--- src/hw/rtl/sdd_pkg.sv ---
// Package for the sensor datagram deframer.
// Holds shared types, result kinds and framing constants; no dependencies.
`default_nettype none
package sdd_pkg;

  localparam int unsigned MaxDatagramBytes = 65535;
  localparam int unsigned RecordBytes = 40;
  localparam int unsigned PosW = 16;
  localparam int unsigned RecW = 6;
  localparam int unsigned AsmW = 24;
  localparam logic [AsmW-1:0] AsmMax = '1;
  localparam logic [PosW-1:0] SpecMin = 16'd13;
  localparam logic [PosW-1:0] SpecValueEnd = 16'd17;
  localparam logic [7:0] TypeRealtime = 8'h03;
  localparam logic [7:0] TypeSpectrum = 8'h04;
  localparam logic [7:0] HeaderByte = 8'hFF;
  localparam logic [7:0] StartHigh = 8'hFF;
  localparam logic [7:0] StartLow = 8'hEE;

  typedef enum logic [3:0] {
    KindRecord       = 4'd0,
    KindSpectrum     = 4'd1,
    KindStart        = 4'd2,
    KindRealtimeEnd  = 4'd3,
    KindShort        = 4'd4,
    KindBadHeader    = 4'd5,
    KindNoType       = 4'd6,
    KindUnknownType  = 4'd7,
    KindSpectrumShort = 4'd8
  } kind_e;

  // One queued event from the front part to the back part.
  typedef struct packed {
    logic             has_record;
    logic             has_end;
    kind_e            end_kind;
    logic [7:0]       rec_channel;
    logic [7:0]       rec_sensor;
    logic [31:0]      rec_a;
    logic [31:0]      rec_b;
    logic [7:0]       spec_channel;
    logic [7:0]       spec_sensor;
    logic [31:0]      spec_value;
    logic [15:0]      spec_rate;
    logic [31:0]      spec_fields;
    logic [PosW-1:0]  size;
    logic             first;
  } event_t;

  typedef struct packed {
    kind_e       kind;
    logic [7:0]  channel;
    logic [7:0]  sensor;
    logic [31:0] first_value;
    logic [31:0] second_value;
    logic [15:0] spec_size;
    logic [7:0]  pkt_total;
    logic [7:0]  pkt_index;
    logic [AsmW-1:0] assembled;
    logic        done;
    logic        device_first;
    logic        last;
  } result_t;

endpackage
`default_nettype wire

--- src/hw/rtl/sdd_front.sv ---
// Front part: parses bytes and classifies each transaction into an event.
// Depends on sdd_pkg.
`default_nettype none
module sdd_front (
  input  wire logic            clk_i,
  input  wire logic            rst_ni,
  input  wire logic            valid_i,
  input  wire logic [7:0]      data_byte_i,
  input  wire logic            end_of_datagram_i,
  output sdd_pkg::event_t      event_o,
  output logic                 event_valid_o
);

  logic [sdd_pkg::PosW-1:0] pos_q, pos_d;
  logic [7:0]  type_q, type_d;
  logic        hdr_q, hdr_d, start_q, start_d, seen_q, seen_d;
  logic [sdd_pkg::RecW-1:0] rec_q, rec_d;
  logic [7:0]  ch_q, ch_d, sn_q, sn_d;
  logic [31:0] wa_q, wa_d, wb_q, wb_d, sf_q, sf_d;
  logic        take;
  logic [7:0]  pat;
  logic        rec_fire;
  sdd_pkg::event_t ev;

  always_comb begin
    case (pos_q)
      16'd0, 16'd1, 16'd2: pat = sdd_pkg::StartHigh;
      default:            pat = sdd_pkg::StartLow;
    endcase
  end

  always_comb begin
    pos_d = pos_q; type_d = type_q; hdr_d = hdr_q; start_d = start_q;
    rec_d = rec_q; ch_d = ch_q; sn_d = sn_q; wa_d = wa_q; wb_d = wb_q;
    sf_d = sf_q; seen_d = seen_q; rec_fire = 1'b0;
    take = valid_i && (32'(pos_q) < sdd_pkg::MaxDatagramBytes);
    if (take) begin
      if (pos_q < 16'd7 && data_byte_i != pat) start_d = 1'b0;
      if (pos_q < 16'd4 && data_byte_i != sdd_pkg::HeaderByte) hdr_d = 1'b0;
      if (pos_q == 16'd4) type_d = data_byte_i;
      if (pos_q >= 16'd5 && hdr_q && type_q == sdd_pkg::TypeRealtime) begin
        if (rec_q == 6'd0) ch_d = data_byte_i;
        else if (rec_q == 6'd1) sn_d = data_byte_i;
        else if (rec_q < 6'd6) wa_d = {wa_q[23:0], data_byte_i};
        else if (rec_q < 6'd10) wb_d = {wb_q[23:0], data_byte_i};
        if (32'(rec_q) + 32'd1 >= sdd_pkg::RecordBytes) begin
          rec_fire = 1'b1;
          rec_d = '0;
        end else begin
          rec_d = rec_q + 6'd1;
        end
      end
      if (pos_q >= 16'd5 && hdr_q && type_q == sdd_pkg::TypeSpectrum) begin
        if (pos_q == 16'd5) ch_d = data_byte_i;
        else if (pos_q == 16'd6) sn_d = data_byte_i;
        else if (pos_q < 16'd9) wb_d = {16'd0, wb_q[7:0], data_byte_i};
        else if (pos_q < 16'd13) sf_d = {sf_q[23:0], data_byte_i};
        else if (pos_q < 16'd17) wa_d = {wa_q[23:0], data_byte_i};
      end
      pos_d = pos_q + 16'd1;
    end

    ev = '0;
    ev.has_record = rec_fire;
    ev.rec_channel = ch_d; ev.rec_sensor = sn_d; ev.rec_a = wa_d; ev.rec_b = wb_d;
    ev.spec_channel = ch_d; ev.spec_sensor = sn_d; ev.spec_value = wa_d;
    ev.spec_rate = wb_d[15:0]; ev.spec_fields = sf_d; ev.size = pos_d;
    ev.first = !seen_q;
    ev.end_kind = sdd_pkg::KindUnknownType;
    if (valid_i && end_of_datagram_i) begin
      ev.has_end = 1'b1;
      if (start_d && pos_d == 16'd7) ev.end_kind = sdd_pkg::KindStart;
      else if (pos_d < 16'd4) ev.end_kind = sdd_pkg::KindShort;
      else if (!hdr_d) ev.end_kind = sdd_pkg::KindBadHeader;
      else if (pos_d < 16'd5) ev.end_kind = sdd_pkg::KindNoType;
      else if (type_d == sdd_pkg::TypeRealtime) ev.end_kind = sdd_pkg::KindRealtimeEnd;
      else if (type_d == sdd_pkg::TypeSpectrum) begin
        if (pos_d < sdd_pkg::SpecMin) ev.end_kind = sdd_pkg::KindSpectrumShort;
        else ev.end_kind = sdd_pkg::KindSpectrum;
      end
      seen_d = 1'b1;
      pos_d = '0; type_d = '0; hdr_d = 1'b1; start_d = 1'b1; rec_d = '0;
      ch_d = '0; sn_d = '0; wa_d = '0; wb_d = '0; sf_d = '0;
    end
  end

  always_ff @(posedge clk_i or negedge rst_ni) begin
    if (!rst_ni) begin
      pos_q <= '0; type_q <= '0; hdr_q <= 1'b1; start_q <= 1'b1; rec_q <= '0;
      ch_q <= '0; sn_q <= '0; wa_q <= '0; wb_q <= '0; sf_q <= '0; seen_q <= 1'b0;
    end else if (valid_i) begin
      pos_q <= pos_d; type_q <= type_d; hdr_q <= hdr_d; start_q <= start_d;
      rec_q <= rec_d; ch_q <= ch_d; sn_q <= sn_d; wa_q <= wa_d; wb_q <= wb_d;
      sf_q <= sf_d; seen_q <= seen_d;
    end
  end

  assign event_o = ev;
  assign event_valid_o = valid_i && (ev.has_record || ev.has_end);

endmodule
`default_nettype wire

--- src/hw/rtl/sdd_queue.sv ---
// Short event queue between the front and back parts.
// Depends on sdd_pkg.
`default_nettype none
module sdd_queue (
  input  wire logic            clk_i,
  input  wire logic            rst_ni,
  input  wire logic            wr_i,
  input  sdd_pkg::event_t      wr_data_i,
  output logic                 almost_full_o,
  input  wire logic            rd_i,
  output sdd_pkg::event_t      rd_data_o,
  output logic                 empty_o
);

  sdd_pkg::event_t mem_q [4];
  logic [1:0] wp_q, rp_q;
  logic [2:0] cnt_q;

  always_ff @(posedge clk_i) begin
    if (wr_i) mem_q[wp_q] <= wr_data_i;
  end

  always_ff @(posedge clk_i or negedge rst_ni) begin
    if (!rst_ni) begin
      wp_q <= '0; rp_q <= '0; cnt_q <= '0;
    end else begin
      if (wr_i) wp_q <= wp_q + 2'd1;
      if (rd_i) rp_q <= rp_q + 2'd1;
      cnt_q <= cnt_q + 3'(wr_i) - 3'(rd_i);
    end
  end

  assign rd_data_o = mem_q[rp_q];
  assign empty_o = (cnt_q == 3'd0);
  assign almost_full_o = (cnt_q >= 3'd3);

endmodule
`default_nettype wire

--- src/hw/rtl/sdd_back.sv ---
// Back part: expands events into results, keeps the reassembly length.
// Depends on sdd_pkg.
`default_nettype none
module sdd_back (
  input  wire logic            clk_i,
  input  wire logic            rst_ni,
  input  sdd_pkg::event_t      ev_i,
  input  wire logic            ev_empty_i,
  output logic                 ev_pop_o,
  output sdd_pkg::result_t     res_o,
  output logic                 res_empty_o,
  input  wire logic            res_pop_i
);

  logic [sdd_pkg::AsmW-1:0] asm_q, asm_d;
  logic part_q;
  logic out_v_q;
  sdd_pkg::result_t out_q, r;
  logic step, second, finish;
  logic [7:0] tp, pn;
  logic [sdd_pkg::PosW-1:0] extra;
  logic [sdd_pkg::AsmW:0] sum;

  assign step = !ev_empty_i && (!out_v_q || res_pop_i);
  assign second = part_q || !ev_i.has_record;

  always_comb begin
    r = '0;
    asm_d = asm_q;
    tp = ev_i.spec_fields[15:8];
    pn = ev_i.spec_fields[7:0];
    extra = (ev_i.size > sdd_pkg::SpecValueEnd) ? ev_i.size - sdd_pkg::SpecValueEnd : '0;
    sum = '0;
    if (!second) begin
      r.kind = sdd_pkg::KindRecord;
      r.channel = ev_i.rec_channel; r.sensor = ev_i.rec_sensor;
      r.first_value = ev_i.rec_a; r.second_value = ev_i.rec_b;
      r.last = !ev_i.has_end;
    end else begin
      r.kind = ev_i.end_kind;
      r.device_first = ev_i.first;
      r.last = 1'b1;
      if (ev_i.end_kind == sdd_pkg::KindSpectrum) begin
        r.channel = ev_i.spec_channel; r.sensor = ev_i.spec_sensor;
        r.first_value = (ev_i.size >= sdd_pkg::SpecValueEnd) ? ev_i.spec_value : '0;
        r.second_value = {16'd0, ev_i.spec_rate};
        r.spec_size = ev_i.spec_fields[31:16];
        r.pkt_total = tp; r.pkt_index = pn;
        r.assembled = asm_q;
        if (tp > 8'd1) begin
          sum = (pn == 8'd1 ? '0 : {1'b0, asm_q}) + (sdd_pkg::AsmW+1)'(extra);
          r.assembled = sum[sdd_pkg::AsmW] ? sdd_pkg::AsmMax : sum[sdd_pkg::AsmW-1:0];
          asm_d = r.assembled;
          if (pn == tp) begin
            r.done = 1'b1;
            asm_d = '0;
          end
        end
      end
    end
  end

  assign finish = step && (second || !ev_i.has_end);
  assign ev_pop_o = finish;

  always_ff @(posedge clk_i or negedge rst_ni) begin
    if (!rst_ni) begin
      asm_q <= '0; part_q <= 1'b0; out_v_q <= 1'b0;
    end else begin
      if (step) begin
        out_v_q <= 1'b1;
        part_q <= !finish;
        if (second) asm_q <= asm_d;
      end else if (res_pop_i) begin
        out_v_q <= 1'b0;
      end
    end
  end

  always_ff @(posedge clk_i) begin
    if (step) out_q <= r;
  end

  assign res_o = out_q;
  assign res_empty_o = !out_v_q;

endmodule
`default_nettype wire

--- src/hw/rtl/sensor_datagram_deframer.sv ---
// Top level of the sensor datagram deframer.
// Depends on sdd_pkg, sdd_front, sdd_queue and sdd_back.
//
// Channel  Direction  Handshake         Payload
// input    in         push_i / full_o   data_byte_i, end_of_datagram_i
// result   out        pop_i / empty_o   result_kind_o .. last_of_run_o
//
// One byte is taken per cycle while full_o is low; the front part decides everything per byte.
// A byte that causes a record and an end result gives two results, the record first.
// Each event passes through the four-entry queue and then the registered back-part output.
// full_o rises when three events wait; reset clears all framing state.
`default_nettype none
module sensor_datagram_deframer (
  input  wire logic        clk_i,
  input  wire logic        rst_ni,
  input  wire logic        push_i,
  output logic             full_o,
  input  wire logic [7:0]  data_byte_i,
  input  wire logic        end_of_datagram_i,
  input  wire logic        pop_i,
  output logic             empty_o,
  output logic [3:0]       result_kind_o,
  output logic [7:0]       channel_o,
  output logic [7:0]       sensor_o,
  output logic [31:0]      first_value_o,
  output logic [31:0]      second_value_o,
  output logic [15:0]      spec_size_o,
  output logic [7:0]       pkt_total_o,
  output logic [7:0]       pkt_index_o,
  output logic [23:0]      assembled_bytes_o,
  output logic             assembly_done_o,
  output logic             device_first_o,
  output logic             last_of_run_o
);

  sdd_pkg::event_t ev_w, ev_r;
  sdd_pkg::result_t res;
  logic ev_v, q_empty, q_pop, accept;

  assign accept = push_i && !full_o;

  sdd_front u_front (
    .clk_i, .rst_ni, .valid_i(accept), .data_byte_i, .end_of_datagram_i,
    .event_o(ev_w), .event_valid_o(ev_v)
  );

  sdd_queue u_queue (
    .clk_i, .rst_ni, .wr_i(ev_v), .wr_data_i(ev_w), .almost_full_o(full_o),
    .rd_i(q_pop), .rd_data_o(ev_r), .empty_o(q_empty)
  );

  sdd_back u_back (
    .clk_i, .rst_ni, .ev_i(ev_r), .ev_empty_i(q_empty), .ev_pop_o(q_pop),
    .res_o(res), .res_empty_o(empty_o), .res_pop_i(pop_i)
  );

  assign result_kind_o = res.kind;
  assign channel_o = res.channel;
  assign sensor_o = res.sensor;
  assign first_value_o = res.first_value;
  assign second_value_o = res.second_value;
  assign spec_size_o = res.spec_size;
  assign pkt_total_o = res.pkt_total;
  assign pkt_index_o = res.pkt_index;
  assign assembled_bytes_o = res.assembled;
  assign assembly_done_o = res.done;
  assign device_first_o = res.device_first;
  assign last_of_run_o = res.last;

endmodule
`default_nettype wire

--- config.mk ---
export PLATFORM = sky130hd
export DESIGN_NAME = sensor_datagram_deframer
export DESIGN_NICKNAME = d
export VERILOG_FILES = /design/src/hw/rtl/sdd_pkg.sv /design/src/hw/rtl/sdd_front.sv /design/src/hw/rtl/sdd_queue.sv /design/src/hw/rtl/sdd_back.sv /design/src/hw/rtl/sensor_datagram_deframer.sv
export SDC_FILE = /design/constraint.sdc
export NUM_CORES = 1
export LEC_CHECK = 0
export BUFFER_PORTS_ARGS = -buffer_cell sky130_fd_sc_hd__buf_2
export CORE_MARGIN = 5
export CORE_UTILIZATION = 35
export CTS_CLUSTER_SIZE = 20
export DETAILED_ROUTE_END_ITERATION = 10
export HOLD_SLACK_MARGIN = 0.08
export MAX_ROUTING_LAYER = met4
export PLACE_DENSITY = 0.5
export SETUP_SLACK_MARGIN = 0.05
export SYNTH_ARGS = -nofsm -noshare
export SYNTH_HDL_FRONTEND = slang
export SYNTH_SLANG_ARGS = --single-unit
--- constraint.sdc ---
create_clock -name clk_i -period 10.75 [get_ports clk_i]
set_clock_uncertainty 0.15 [all_clocks]
set_input_delay 0.5375 -clock clk_i [delete_from_list [all_inputs] [get_ports clk_i]]
set_output_delay 0.5375 -clock clk_i [all_outputs]
set_load 0.02 [all_outputs]
Yosys cells after proc, flatten, opt, wreduce, memory -nomap -nowiden
Memory sizes are Yosys's and may differ from the RTL's. Cells that the tools add are included.

Add/subtract/negate cells: 9. Order comparisons: 17. Equality and inequality tests: 16. Mux-type cells: 84. Reduce and logical (&&, ||, !) cells: 35.

Operator list (number): 2-to-1 mux 32 bit (31); 2-to-1 mux 137 bit (1); 2-to-1 mux 8 bit (17); 2-to-1 mux 80 bit (1); 2-to-1 mux 24 bit (3); equality test 16 x 3 -> 1 bit, second input constant (4); < comparator 16 x 3 -> 1 bit, second input constant (4); < comparator 16 x 4 -> 1 bit, second input constant (3); 2-to-1 mux 16 bit (3); >= comparator 32 x 6 -> 1 bit, second input constant (1); 2-to-1 mux 4 bit (7); adder 25 x 16 -> 25 bit (1); 2-to-1 mux 25 bit (1); 2-to-1 mux 6 bit (4); adder 16 x 1 -> 16 bit, second input constant (1); equality test 16 x 1 -> 1 bit, second input constant (1); equality test 16 x 2 -> 1 bit, second input constant (1); equality test 8 x 2 -> 1 bit, second input constant (2); equality test 8 x 3 -> 1 bit, second input constant (2); >= comparator 16 x 3 -> 1 bit, second input constant (1); >= comparator 16 x 5 -> 1 bit, second input constant (1); > comparator 16 x 5 -> 1 bit, second input constant (1); logical NOT 16 bit (1); < comparator 16 bit, second input constant (1); other kinds (29) (68).

Flip-flop bits (word level): 321. Memory bits (writable): 796. Input port bits: 13. Output and inout port bits: 145. Word-level logic and storage cells: 191. Memories: 1.

Memory list: u_queue.mem_q (words 4, bits a word 199, rd ports 1, clocked after memory_dff 0, write ports 1, RTL line sdd_queue.sv:15) `sdd_pkg::event_t mem_q [4];`.

Logic depth before layout (Yosys ltp)
Word-level depth: 18. Gate-level depth with buffers: 24.

By module
From an unflattened synthesis, not the netlist that was laid out.

Cell total of the unflattened synthesis: 2710. Area, all modules: 46621.0 sq um.

By module, submodules not included: sdd_queue (instances 1, cells each 1076, area each 29326.9 sq um, seq. area each 24078.1 sq um); sdd_front (instances 1, cells each 937, area each 8992.4 sq um, seq. area each 3631.0 sq um); sdd_back (instances 1, cells each 696, area each 8287.9 sq um, seq. area each 4944.7 sq um); sensor_datagram_deframer (instances 1, cells each 1, area each 13.8 sq um, seq. area each 0.0 sq um).

Worst setup path before layout
OpenSTA, ideal clock, no wires.

Path type: register to register. Start point: register u_queue.cnt_q[1]. End point: memory u_queue.mem_q[0][0] in the netlist's numbering (enable). Data arrival time: 7835 ps. Required time: 9952 ps. Slack: 2117 ps. Cell stages (with the launch flop): 9. Cells stage by stage: dfrtp_1 > ha_1 > o21a_1 > nor2_1 > o31ai_2 > or2_2 > nor2b_1 > nor2_1 > nor2b_1.

RTL lines: from (decl) (RTL line sdd_queue.sv:17) `logic [2:0] cnt_q;`; from (signal assigned) (RTL line sdd_queue.sv:29) `cnt_q <= cnt_q + 3'(wr_i) - 3'(rd_i);`; to (decl) (RTL line sdd_queue.sv:15).

Final worst setup path
Start point: register u_queue.rp_q[0]. End point: register u_back.out_q (netlist bit u_back.res_o[12]) (data pin).

Longest elaborated chain between the ends: 6. Elaborated cells between the ends (all ways): 14.

Ends and longest elaborated chain: from (decl) (RTL line sdd_queue.sv:16) `logic [1:0] wp_q, rp_q;`; from (signal assigned) (RTL line sdd_queue.sv:28) `if (rd_i) rp_q <= rp_q + 2'd1;`; memory read (4 x 199 bit) (*); subtractor 16 x 5 -> 16 bit, or another cell as far along (RTL line sdd_back.sv:32) `extra = (ev_i.size > sdd_pkg::SpecValueEnd) ? ev_i.size - sdd_pkg::SpecValueEnd : '0;`; 2-to-1 mux 16 bit / 2-to-1 mux 24 bit (equally long branches) (RTL line sdd_back.sv:32, sdd_back.sv:51); adder 25 x 16 -> 25 bit (RTL line sdd_back.sv:51) `sum = (pn == 8'd1 ? '0 : {1'b0, asm_q}) + (sdd_pkg::AsmW+1)'(extra);`; 2-to-1 mux 24 bit (RTL line sdd_back.sv:52) `r.assembled = sum[sdd_pkg::AsmW] ? sdd_pkg::AsmMax : sum[sdd_pkg::AsmW-1:0];`; 2-to-1 mux 25 bit (RTL line sdd_back.sv:50) `if (tp > 8'd1) begin`; to (signal assigned) (RTL line sdd_back.sv:81) `if (step) out_q <= r;`; to (decl) (RTL line sdd_back.sv:18) `sdd_pkg::result_t out_q, r;`.

Every way passes the cells marked *; elsewhere a longest branch is shown, timed or not. A chain may end at the register's enable or synchronous reset.

==> flow_summary.toml <==
[cts]
post_cts_resize_count = 0
clock_path_buffers = 3
clock_sink_count = 861
cts.repair_timing.setup_buffer_count = 0
cts.root.buffer_cell = "sky130_fd_sc_hd__clkbuf_16"
clkSlewWorstSetupHoldPaths_ns = 0.06
cts_tree = "done"
cts.hold.buffers_added = 2
cts-htree-levels = 3
insertion_delay_ns = 0.67
clock_buffers_created_by_tritoncts = 93

[cells_and_area]
nFillCells = 9365
nets = 2426
mostFrequentLayoutCell = "sky130_fd_sc_hd__edfxtp_1"
layout-area-overhead-vs-synth_pct = 14.4
most-common-layout-cells = "683 x sky130_fd_sc_hd__edfxtp_1, 174 x sky130_fd_sc_hd__dfrtp_1, 156 x sky130_fd_sc_hd__buf_2, 130 x sky130_fd_sc_hd__nor2_1, 125 x sky130_fd_sc_hd__mux4_2"
postLayoutCellArea_sq_um = 41500
post_layout_nonfiller_instances = 3838
fraction_of_layout_cells_with_a_size_suffix_above_1_pct = 24.3

[pwr]
ir_worst_vdd_v = 0.000183
total_power_mw = 11.0
leak_pwr_nw = 15.4
power_per_cell_area_nw_per_um2 = 264

[route]
1st_iter_drt_viols = 1396
route.antenna.remaining_nets = 0
routed_wl_mm = 86.6
total_number_of_vias = 20100
drtPass1Iterations = 5
remaining_drcs = 0
route.detailed.wl_per_inst_um = 22.6
via_per_inst = 5.23

[timing]
finalMaxSlewViolations = 0
finalWorstSetupSlack_ns = 3.37
final-setup-viol-count = 0
report.final.hold_viol_count = 0
tightest_slew_ns = 1.07
rsz_0062_raised_after_global_routing = "no"
maxSlewHeadroom_pct = 28.9
finalCriticalPeriod_ns = 7.38
fmaxAchievable_ghz = 0.136
layout_worst_path_cycle_share_pct = 68.6
tns_ns = 0

[yosys]
dominant_register_cell_in_the_synthesized_netlist = "sky130_fd_sc_hd__edfxtp_1"
netlist_instances = 2226
ys_types = 97
syn-num-nets = 2274
share_of_the_yosys_chip_area_belonging_to_registers_pct = 68.8
number_of_warnings_printed_during_yosys_synthesis = 0
syn_avg_cell_area_sq_um = 16.3
synth.ff_latch_count = 861
syn_area_sq_um = 36300
postSynth.asyncResetShare_pct = 20.7
synth_edf_count = 683

[grt]
overflow = 0
groute.usage.overall_pct = 16.0
grt_pass1_vias = 21000
antenna_found_initial = 2
wire_length_of_the_first_global_routing_pass_mm = 133
pin_count_of_the_biggest_net_entering_global_routing = 135

[placement]
port_buffers = 157
hpwlAfterDp_mm = 51.0
dpl.cell_count = 3661
post_place_cell_area_sq_um = 38500
dp_slack_ns = 3.24
gpl.final_weighted_congestion = 0.817

[worst_setup_path]
timing.critical_path.arrival_ns = 7.58
path_max_fanout = 41
worst-endpoint-required_ns = 10.96
critPathKind = "flip-flop to flip-flop"
worstSetupEndpointType = "flip-flop"
critical_path.startpoint_type = "flip-flop"

[die]
core_region_area_sq_um = 103000
rows = 118
floorplan.initialDensity_pct = 35.2
dieHeight_um = 332
total_die_area_sq_um = 110000
ios = 158
die_width_um = 332

[status]
status = "completed"

[flow_run]
max_cap_violations = 0

[hold_path]
hold_class = "input port to flip-flop"
==> worst max-delay path, stage by stage, from the launching register on <==
cell and delay (ns):
sky130_fd_sc_hd__dfrtp_4 0.79, sky130_fd_sc_hd__buf_4 0.78, sky130_fd_sc_hd__mux4_1 0.72, sky130_fd_sc_hd__nor3_2 0.18
sky130_fd_sc_hd__nor3b_1 0.27, sky130_fd_sc_hd__nor2b_1 0.19, sky130_fd_sc_hd__nor3b_2 0.23, sky130_fd_sc_hd__a21boi_4 0.47
sky130_fd_sc_hd__nor2_1 0.14, sky130_fd_sc_hd__ha_1 0.25, sky130_fd_sc_hd__fa_1 0.43, sky130_fd_sc_hd__a211oi_1 0.34
sky130_fd_sc_hd__o211ai_1 0.17, sky130_fd_sc_hd__a41oi_1 0.44, sky130_fd_sc_hd__o221ai_1 0.48, sky130_fd_sc_hd__and3_1 0.59
sky130_fd_sc_hd__a21oi_1 0.29, sky130_fd_sc_hd__a211oi_1 0.10
==> synth_stat cells (11+ instances only) <==
| cell | count | area share, % |
|---|---|---|
| sky130_fd_sc_hd__a211oi_1 | 18 | 0.37 |
| sky130_fd_sc_hd__a21oi_1 | 53 | 0.73 |
| sky130_fd_sc_hd__a22o_1 | 104 | 2.5 |
| sky130_fd_sc_hd__a31oi_1 | 12 | 0.21 |
| sky130_fd_sc_hd__and2_1 | 28 | 0.48 |
| sky130_fd_sc_hd__and3_1 | 48 | 0.83 |
| sky130_fd_sc_hd__buf_2 | 38 | 0.52 |
| sky130_fd_sc_hd__buf_4 | 12 | 0.25 |
| sky130_fd_sc_hd__clkbuf_1 | 71 | 0.73 |
| sky130_fd_sc_hd__dfrtp_1 | 176 | 12 |
| sky130_fd_sc_hd__edfxtp_1 | 683 | 57 |
| sky130_fd_sc_hd__ha_1 | 33 | 1.1 |
| sky130_fd_sc_hd__inv_1 | 37 | 0.38 |
| sky130_fd_sc_hd__mux2_2 | 89 | 2.8 |
| sky130_fd_sc_hd__mux4_2 | 125 | 7.8 |
| sky130_fd_sc_hd__nand2_1 | 89 | 0.92 |
| sky130_fd_sc_hd__nand3_1 | 27 | 0.37 |
| sky130_fd_sc_hd__nand4_1 | 11 | 0.19 |
| sky130_fd_sc_hd__nor2_1 | 132 | 1.4 |
| sky130_fd_sc_hd__nor2b_1 | 92 | 1.6 |
| sky130_fd_sc_hd__nor3_1 | 23 | 0.32 |
| sky130_fd_sc_hd__o21a_1 | 21 | 0.43 |
| sky130_fd_sc_hd__o21ai_0 | 58 | 0.80 |
| sky130_fd_sc_hd__o21ai_1 | 14 | 0.19 |
| sky130_fd_sc_hd__xnor2_1 | 26 | 0.63 |
| sky130_fd_sc_hd__xor2_1 | 25 | 0.60 |
==> state kept, by name (all words and copies together) (netlist names), 8 cells and up <==
| name | count |
|---|---|
| u_front.wb_q | 32 |
| u_queue.mem_q | 540 |
| u_back.res_o | 143 |
| u_front.type_q | 8 |
| u_front.sf_q | 32 |
| u_front.sn_q | 8 |
| u_front.ch_q | 8 |
| u_back.asm_q | 24 |
| u_front.wa_q | 32 |
| u_front.pos_q | 16 |
==> per-stage QoR <==
step                      util (%)  hold slack [ns]
after floorplan                  -           0.0919
after global placement        37.3            0.302
final                         40.2            0.249
after global routing          40.2            0.213
after detailed placement      37.3            0.308
after CTS                     40.2            0.201
==> area by class of cell <==
class	count	area [sq um]	share of cell area [%]
clock inverters	53	531	1.28
well taps	1380	1730	4.16
inverters	41	160	0.386
clock buffers	120	2510	6.04
flip-flops and latches	861	25000	60.1
multi-input cells	1195	10600	25.5
repair buffers	186	1040	2.51
diodes	2	5.00	0.0121
==> worst paths after layout <==
| check | start | end | slack, ns | cells after the start |
|---|---|---|---|---|
| max in group asynchronous | rst_ni | u_front.wb_q[29] | 8.09 | 4 |
| min in group asynchronous | rst_ni | u_front.sf_q[29] | 0.32 | 2 |
| worst max-delay path | u_queue.rp_q[0] | u_back.res_o[12] | 3.37 | 17 |
| worst max register to register | u_queue.rp_q[0] | u_back.res_o[12] | 3.37 | 17 |
| worst min-delay path | data_byte_i[0] | u_front.type_q[0] | 0.25 | 2 |
| worst min register to register | u_front.start_q | u_front.start_q | 0.32 | 2 |
==> power by group <==
part / switching [mW] / internal (mW)
clock: 1.33 / 1.85
sequential: 0.262 / 4.20
combinational: 2.10 / 1.24
==> kinds of logic (layout without fill, tap and decap cells) <==
logic type,count (synthesis),after routing,synth area share (%)
simple gates,517,517,7.73
buf+inv,170,400,2.20
fa+ha+maj,36,36,1.28
xor+xnor,52,52,1.28
flops,861,861,68.8
mux,237,237,11.6
compound gates,353,353,7.08
other cells,0,2,0
==> per-layer routing <==
metal,routed length [um],track usage [%],part of all wire (%)
met1,40100,22.0,46
met2,41100,25.2,47
met3,3490,2.54,4.0
met4,1860,3.85,2.1
met5,0,-,0
(Power assumes the default switching activity.)
